--- config.mk ---
export PLATFORM = sky130hd
export DESIGN_NAME = atan2_turns_approx_unit_flat
export DESIGN_NICKNAME = d
export VERILOG_FILES = /design/src/hw/rtl/at2t_pkg.sv /design/src/hw/rtl/at2t_if.sv /design/src/hw/rtl/atan2_turns_approx_unit.sv /design/src/flat_wrapper.sv
export SDC_FILE = /design/constraint.sdc
export NUM_CORES = 2
export LEC_CHECK = 0
export BUFFER_PORTS_ARGS = -buffer_cell sky130_fd_sc_hd__buf_2
export CAP_MARGIN = 0
export CORE_MARGIN = 2
export CORE_UTILIZATION = 70
export CTS_BUF_LIST = sky130_fd_sc_hd__clkbuf_16
export CTS_CLUSTER_DIAMETER = 100
export DETAILED_ROUTE_END_ITERATION = 10
export PLACE_DENSITY = 0.91
export SYNTH_ARGS = -nofsm -noshare
export SYNTH_HDL_FRONTEND = slang
export SYNTH_SLANG_ARGS = --single-unit
--- constraint.sdc ---
create_clock -name clk -period 79.2 [get_ports clk]
set_input_delay 11.88 -clock clk [delete_from_list [all_inputs] [get_ports clk]]
set_output_delay 11.88 -clock clk [all_outputs]
set_load 0.02 [all_outputs]
--- src/hw/rtl/at2t_pkg.sv ---
// shared constants and types for the atan2 turns pipeline
package at2t_pkg;

	// magnitude width: a 16-bit two's complement value can reach 32768
	localparam int MAG_W = 17;
	// fraction bits of the ratio and of the turn scale
	localparam int FRAC_BITS = 16;
	// one quotient bit per divider stage, z spans 0..65536
	localparam int DIV_STAGES = 17;
	// abs, sort, divider, two multiply stages, output register
	localparam int PIPE_DEPTH = DIV_STAGES + 5;

	// polynomial coefficients of the octant curve
	localparam logic [13:0] OCTANT_GAIN = 14'd8192;
	localparam logic [11:0] CURVE_COEF = 12'd2847;

	// reflection offsets in turn units
	localparam logic [15:0] QUARTER_TURN = 16'd16384;
	localparam logic [15:0] HALF_TURN = 16'd32768;

	// octant and quadrant flags that travel with each item
	typedef struct packed {
		logic steep;
		logic xneg;
		logic yneg;
		logic zero;
	} at2t_side_t;

endpackage

--- src/hw/rtl/at2t_if.sv ---
// stream channels for the vector input and the angle output

interface at2t_vec_if;
	logic valid;
	logic ready;
	logic signed [15:0] y_coord;
	logic signed [15:0] x_coord;

	modport source (output valid, output y_coord, output x_coord, input ready);
	modport sink (input valid, input y_coord, input x_coord, output ready);
endinterface

interface at2t_ang_if;
	logic valid;
	logic ready;
	logic [15:0] angle_turns;

	modport source (output valid, output angle_turns, input ready);
	modport sink (input valid, input angle_turns, output ready);
endinterface

--- src/hw/rtl/atan2_turns_approx_unit.sv ---
// top level: pipelined atan2 giving the vector angle in Q0.16 turns
//
// Takes one (y_coord, x_coord) item per cycle and returns its angle as a
// Q0.16 fraction of a full turn, (0,0) giving 0. In pipeline order:
// one stage forms magnitudes, one sorts them into min and max, seventeen
// stages of a restoring divider produce the ratio min/max one quotient bit
// each, two stages evaluate the octant polynomial (one multiplier each) and
// the last stage reflects into the octant and quadrant and holds the result.
// The whole pipeline advances together; vec.ready drops only while a result
// sits in the output register and ang.ready is low.
module atan2_turns_approx_unit (
	input logic clk,
	input logic arst_n,
	at2t_vec_if.sink vec,
	at2t_ang_if.source ang
);
	import at2t_pkg::*;

	logic adv;

	// stage 1: magnitudes
	logic vld_s1;
	logic [MAG_W-1:0] ax_s1, ay_s1;
	logic xneg_s1, yneg_s1;

	// divider stages, index 0 is the sort stage
	logic div_vld_s [0:DIV_STAGES];
	logic [MAG_W-1:0] div_rem_s [0:DIV_STAGES];
	logic [MAG_W-1:0] div_hi_s [0:DIV_STAGES];
	logic [DIV_STAGES-1:0] div_quo_s [0:DIV_STAGES];
	at2t_side_t div_side_s [0:DIV_STAGES];

	// polynomial stages
	logic vld_s20, vld_s21;
	logic [DIV_STAGES-1:0] z_s20;
	logic [28:0] crv_s20;
	logic [30:0] base_s21;
	at2t_side_t side_s20, side_s21;

	// reflection terms ahead of the output register
	logic [15:0] oct_ang;
	logic [15:0] hx_ang;

	// output register
	logic vld_s22;
	logic [15:0] angle_s22;

	// whole pipeline holds only while the output is stalled
	assign adv = !(vld_s22 && !ang.ready);
	assign vec.ready = adv;

	// stage 1 control
	always_ff @(posedge clk or negedge arst_n) begin
		if (!arst_n) begin
			vld_s1 <= 1'b0;
		end else if (adv) begin
			vld_s1 <= vec.valid;
		end
	end

	// stage 1 data: two's complement magnitudes, -32768 gives 32768
	always_ff @(posedge clk) begin
		if (adv) begin
			ax_s1 <= vec.x_coord[15] ? MAG_W'(17'h10000 - {1'b0, vec.x_coord})
				: {1'b0, vec.x_coord};
			ay_s1 <= vec.y_coord[15] ? MAG_W'(17'h10000 - {1'b0, vec.y_coord})
				: {1'b0, vec.y_coord};
			xneg_s1 <= vec.x_coord[15];
			yneg_s1 <= vec.y_coord[15];
		end
	end

	// stage 2 control
	always_ff @(posedge clk or negedge arst_n) begin
		if (!arst_n) begin
			div_vld_s[0] <= 1'b0;
		end else if (adv) begin
			div_vld_s[0] <= vld_s1;
		end
	end

	// stage 2 data: sort into max and min, min is the first remainder
	always_ff @(posedge clk) begin
		if (adv) begin
			div_hi_s[0] <= (ax_s1 < ay_s1) ? ay_s1 : ax_s1;
			div_rem_s[0] <= (ax_s1 < ay_s1) ? ax_s1 : ay_s1;
			div_quo_s[0] <= '0;
			div_side_s[0].steep <= (ax_s1 < ay_s1);
			div_side_s[0].xneg <= xneg_s1;
			div_side_s[0].yneg <= yneg_s1;
			div_side_s[0].zero <= (ax_s1 == '0) && (ay_s1 == '0);
		end
	end

	// restoring divider, one quotient bit per stage, msb first
	// remainder stays below the divisor, so the shift never overflows
	for (genvar k = 0; k < DIV_STAGES; k++) begin : g_div
		logic [MAG_W-1:0] trial;
		logic fits;

		assign trial = (k == 0) ? div_rem_s[k] : {div_rem_s[k][MAG_W-2:0], 1'b0};
		assign fits = (trial >= div_hi_s[k]);

		always_ff @(posedge clk or negedge arst_n) begin
			if (!arst_n) begin
				div_vld_s[k+1] <= 1'b0;
			end else if (adv) begin
				div_vld_s[k+1] <= div_vld_s[k];
			end
		end

		always_ff @(posedge clk) begin
			if (adv) begin
				div_rem_s[k+1] <= fits ? MAG_W'(trial - div_hi_s[k]) : trial;
				div_hi_s[k+1] <= div_hi_s[k];
				div_quo_s[k+1] <= {div_quo_s[k][DIV_STAGES-2:0], fits};
				div_side_s[k+1] <= div_side_s[k];
			end
		end
	end

	// polynomial and output control
	always_ff @(posedge clk or negedge arst_n) begin
		if (!arst_n) begin
			vld_s20 <= 1'b0;
			vld_s21 <= 1'b0;
			vld_s22 <= 1'b0;
		end else if (adv) begin
			vld_s20 <= div_vld_s[DIV_STAGES];
			vld_s21 <= vld_s20;
			vld_s22 <= vld_s21;
		end
	end

	// curve term 2847 * (1 - z)
	always_ff @(posedge clk) begin
		if (adv) begin
			crv_s20 <= CURVE_COEF * MAG_W'(17'h10000 - div_quo_s[DIV_STAGES]);
			z_s20 <= div_quo_s[DIV_STAGES];
			side_s20 <= div_side_s[DIV_STAGES];
		end
	end

	// octant angle z * (8192 + curve term)
	always_ff @(posedge clk) begin
		if (adv) begin
			base_s21 <= z_s20 * 14'(OCTANT_GAIN + 14'(crv_s20[28:FRAC_BITS]));
			side_s21 <= side_s20;
		end
	end

	// octant and half-turn reflection
	assign oct_ang = side_s21.steep ? 16'(QUARTER_TURN - {1'b0, base_s21[30:FRAC_BITS]})
		: {1'b0, base_s21[30:FRAC_BITS]};
	assign hx_ang = side_s21.xneg ? 16'(HALF_TURN - oct_ang) : oct_ang;

	// quadrant reflection, modulo one turn
	always_ff @(posedge clk) begin
		if (adv) begin
			if (side_s21.zero) begin
				angle_s22 <= '0;
			end else begin
				angle_s22 <= side_s21.yneg ? 16'(16'd0 - hx_ang) : hx_ang;
			end
		end
	end

	assign ang.valid = vld_s22;
	assign ang.angle_turns = angle_s22;

endmodule

--- src/flat_wrapper.sv ---
// flat-port wrapper written by rule: the top's interface ports become plain ports
module atan2_turns_approx_unit_flat import at2t_pkg::*;
  (clk, arst_n, vec_valid, vec_y_coord, vec_x_coord, vec_ready, ang_valid, ang_angle_turns, ang_ready);
  at2t_vec_if vec_i ();
  at2t_ang_if ang_i ();
  input logic clk;
  input logic arst_n;
  input wire logic [$bits(vec_i.valid)-1:0] vec_valid;
  input wire logic [$bits(vec_i.y_coord)-1:0] vec_y_coord;
  input wire logic [$bits(vec_i.x_coord)-1:0] vec_x_coord;
  output wire logic [$bits(vec_i.ready)-1:0] vec_ready;
  output wire logic [$bits(ang_i.valid)-1:0] ang_valid;
  output wire logic [$bits(ang_i.angle_turns)-1:0] ang_angle_turns;
  input wire logic [$bits(ang_i.ready)-1:0] ang_ready;
  assign vec_i.valid = vec_valid;
  assign vec_i.y_coord = vec_y_coord;
  assign vec_i.x_coord = vec_x_coord;
  assign vec_ready = vec_i.ready;
  assign ang_valid = ang_i.valid;
  assign ang_angle_turns = ang_i.angle_turns;
  assign ang_i.ready = ang_ready;
  atan2_turns_approx_unit u_core (.clk(clk), .arst_n(arst_n), .vec(vec_i), .ang(ang_i));
endmodule
After elaboration in Yosys (flattened, before gate mapping). Memory sizes are Yosys's and may differ from the RTL's. A register that Yosys moved wholly into a read port is not among the register bits. Cells that the tools add are included.

Multipliers: 2. $lt $le $gt $ge: 18. Muxes and demuxes: 25. Add/sub/neg operators: 24. Reduce and logical (&&, ||, !) cells: 7.

Operators with widths (count): 2-to-1 mux 17 bit (19); >= comparator 17 bit (17); subtractor 17 bit (17); 2-to-1 mux 16 bit (3); logical NOT 17 bit (2); subtractor 17 x 16 -> 17 bit (first input constant) (2); multiplier 17 x 14 -> 31 bit (1); 2-to-1 mux 15 bit (2); multiplier 12 x 17 -> 29 bit (first input constant) (1); less-than comparator 17 bit (1); subtractor 17 bit (first input constant) (1); subtractor 1 x 16 -> 16 bit (first input constant) (1); subtractor 15 x 15 -> 16 bit (first input constant) (1); subtractor 16 bit (first input constant) (1); adder 14 x 13 -> 14 bit (first input constant) (1); logical NOT 1 bit (3); logical AND 1 bit (2); 2-to-1 mux 1 bit (1).

Bits in writable memories: 990. Word-level logic and storage cells: 116. Input port bits: 36. Output and inout bits: 18. Register bits: 155. Memories kept: 4.

Memories: u_core.div_hi_s (depth 18, bits a word 17, rd ports 17, clocked after memory_dff 0, write ports 18, RTL line atan2_turns_approx_unit.sv:29) `logic [MAG_W-1:0] div_hi_s [0:DIV_STAGES];`; u_core.div_quo_s (depth 18, bits a word 17, rd ports 18, clocked after memory_dff 0, write ports 18, RTL line atan2_turns_approx_unit.sv:30) `logic [DIV_STAGES-1:0] div_quo_s [0:DIV_STAGES];`; u_core.div_rem_s (depth 18, bits a word 17, rd ports 17, clocked after memory_dff 0, write ports 18, RTL line atan2_turns_approx_unit.sv:28) `logic [MAG_W-1:0] div_rem_s [0:DIV_STAGES];`; u_core.div_side_s (depth 18, bits a word 4, rd ports 18, clocked after memory_dff 1, write ports 18, RTL line atan2_turns_approx_unit.sv:31) `at2t_side_t div_side_s [0:DIV_STAGES];`.

Logic depth before layout (Yosys ltp).
Word-level depth: 6. Gate-level depth with buffers: 25. Mapped depth without buffers: 25.

Worst setup path before layout. OpenSTA, ideal clock, no wires.

Kind: input to output. From: in ang_ready. To: out vec_ready. Cell stages on the path: 3. Required time: 67.320 ns. Buffers on the path: 2. Data arrival time: 36.465 ns. Setup slack: 30.855 ns. Path through: nand2b_1 clkbuf_1 buf_1.

Longest elaborated chain between the ends: 3.

RTL lines: from (decl) (RTL line flat_wrapper.sv:14) `input wire logic [$bits(ang_i.ready)-1:0] ang_ready;`; logical NOT 1 bit (RTL line atan2_turns_approx_unit.sv:49) `assign adv = !(vld_s22 && !ang.ready);`; logical AND 1 bit (RTL line atan2_turns_approx_unit.sv:49); logical NOT 1 bit (RTL line atan2_turns_approx_unit.sv:49); to (decl) (RTL line flat_wrapper.sv:11) `output wire logic [$bits(vec_i.ready)-1:0] vec_ready;`.

No other way between the ends.

Final worst setup path. Ends and elaborated chain as after synthesis.

==> qor.yml <==
yosysSeqAreaShare: 0.474
cts_hold_buffers: 0
nets: 5702
ys_async_sr_fraction: 0.0241
required_ns: 67.32
finalSetupViolations: 0
synth-main-ff-cell: "edfxtp_1"
root_buffer: "clkbuf_16"
ys_top_cells_by_area: "edfxtp_1 (46%), ha_1 (11%), fa_1 (9.4%)"
drv_cap: 0
dp_hpwl_mm: 85.0
place_area_um2: 59200
cts_made_buffers: 90
antenna_found_initial: 2
routedWlPerCell_um: 19.8
die_h_um: 291
fin_area_um2: 62100
ys_seq_elements: 914
drive_above_1_share: 0.103
yosys_warnings: 0
start_kind: "input port"
syn_area_um2: 57700
synth-edff-count: 892
post-route-drc-count: 0
routed-via-count: 37000
syn_avg_cell_area_um2: 12.0
yosys-top-cells-count: "edfxtp_1 (892), inv_1 (773), ha_1 (505), nand2_1 (277), fa_1 (270)"
finalWeightedCongestion: 0.916
arrival_ns: 12.90
hold_viol: 0
grt_pass1_vias: 38700
min_period_over_period: 0.313
initial_core_util: 0.705
synth.most_common_cell: "edfxtp_1"
track_usage: 0.283
postCtsResizedCells: 0
grt_overflow: 0
fp.dieW_um: 291
drtIter0Drc: 2922
syn_inst: 4800
wirelength_mm: 120
maxSlewHeadroom: 0.223
holdCritPathClass: "reg -> reg"
dieArea_um2: 84800
firstDrtPassIters: 6
rr_startpoint: "u_core.div_quo_s[17][0]$_DFFE_PN_"
cts_sinks: 914
fin_ws_ns: 54.42
clock_tree.buffer_depth: 3
cts_setup_buffers: 0
ctsHtreeMaxLevel: 3
maxSlewViolCount: 0
skew_ns: 0.0257
yosysUniqueCellTypes: 83
synth.top_cell.area_share: 0.464
n_antenna_cell: 0
rows: 105
yosys.area.top_type: "edfxtp_1"
reg2reg_slack_ns: 70.95
clk_latency_ns: 0.66
grt_max_degree: 192
hp-start: "u_core.div_side_s[0][2]$_DFFE_PN_"
clk_pin_slew_ns: 0.06
hold_path_depth: 0
port_buffers: 53
setup.worst_path.end_class: "primary output"
viasPerCell: 6.14
max_freq_mhz: 40.3
worstMarginPinSlew_ns: 1.16
worstReg2RegEnd: "u_core.crv_s20[28]$_DFFE_PN_"
status: "complete, no violations"
grt_pass1_wl_mm: 193
drtAntennaViolNets: 0
r2r_cells: 22
worstHoldEndpoint: "u_core.div_side_s[1][2]$_DFFE_PN_"
rsz0062_at_grt: "no"
path_class: "in -> out"
cts_tree: "done"
worstPathMaxFanout: 49
ios: 54
tns_ns: 0
final_util: 0.758
areaGrowthSynthToFinish_pct: 7.53
period_minus_slack_ns: 24.78
core_area_um2: 81800
dpl_worst_slack_ns: 54.40
==> flip-flops by register name, indices dropped and copies added, names as in the netlist, 4 cells and up <==
signal / cells
u_core.div_side_s: 72
u_core.ax_s1: 17
u_core.ay_s1: 17
u_core.z_s20: 16
u_core.div_vld_s: 18
u_core.div_quo_s: 153
u_core.side_s21: 4
u_core.div_hi_s: 289
u_core.side_s20: 4
u_core.crv_s20: 14
u_core.base_s21: 15
u_core.div_rem_s: 273
u_core.ang.angle_turns: 16
==> layer usage <==
metal  up-vias  global-route usage  wire length [um]
li1      17000                   -                 -
met3       439              0.0356              6750
met1     18100               0.326             43900
met2      1484               0.521             63000
met4         4               0.139              5950
met5         -                   0                26
==> worst max path at each step <==
stage / startpoint / slack [ns] / cells after the start / end
after global placement: ang_ready / 54.42 / 3 / vec_ready
after detailed placement: ang_ready / 54.40 / 3 / vec_ready
after floorplan: ang_ready / 30.85 / 3 / vec_ready
after CTS: ang_ready / 54.41 / 3 / vec_ready
after global routing: ang_ready / 54.36 / 3 / vec_ready
final: ang_ready / 54.42 / 3 / vec_ready
==> stage by stage <==
stage               hold WS (ns)  instances
floorplan                  0.400       4801
global placement           0.400       5869
detailed placement         0.405       5869
CTS                        0.418       6032
global route               0.423       6032
finish                     0.414       6032
==> cell families after synthesis <==
family                     synth area share
and+or+nand+nor                      0.0890
DFF                                   0.474
buffers and inverters                0.0564
adders and majority gates             0.203
AOI/OAI and AO/OA                    0.0782
muxes                                0.0559
xor gates and xnor gates             0.0437
other                             0.0000650
==> area by class of cell <==
type | instances | area (um^2)
clock buffer | 92 | 2300
tap | 1070 | 1340
multi-input combinational | 3032 | 27200
sequential | 914 | 27300
inverter | 775 | 2910
fill | 4696 | 19800
timing repair buffer | 78 | 465
clock inverter | 71 | 557
==> placed cells by master (no fill, tap or decap), types with 70 or more instances in the layout <==
cell type  instances
fa_1             270
nand2_1          277
edfxtp_1         892
nor2b_1           76
and2_1           114
inv_1            797
nor3_1            70
clkbuf_16         92
nor2_1           199
xnor2_1          203
ha_1             505
a21oi_1          144
o21ai_0          125
mux2_2           267
a21o_1            71
xor2_1            85
==> worst max-delay path, cell delays in order <==
cell and delay (ns):
buf_2 0.07, nand2b_4 0.59, buf_2 0.30
Power is not shown: default switching activity piles up to over one toggle a cycle in this logic, so the estimate is an artifact.
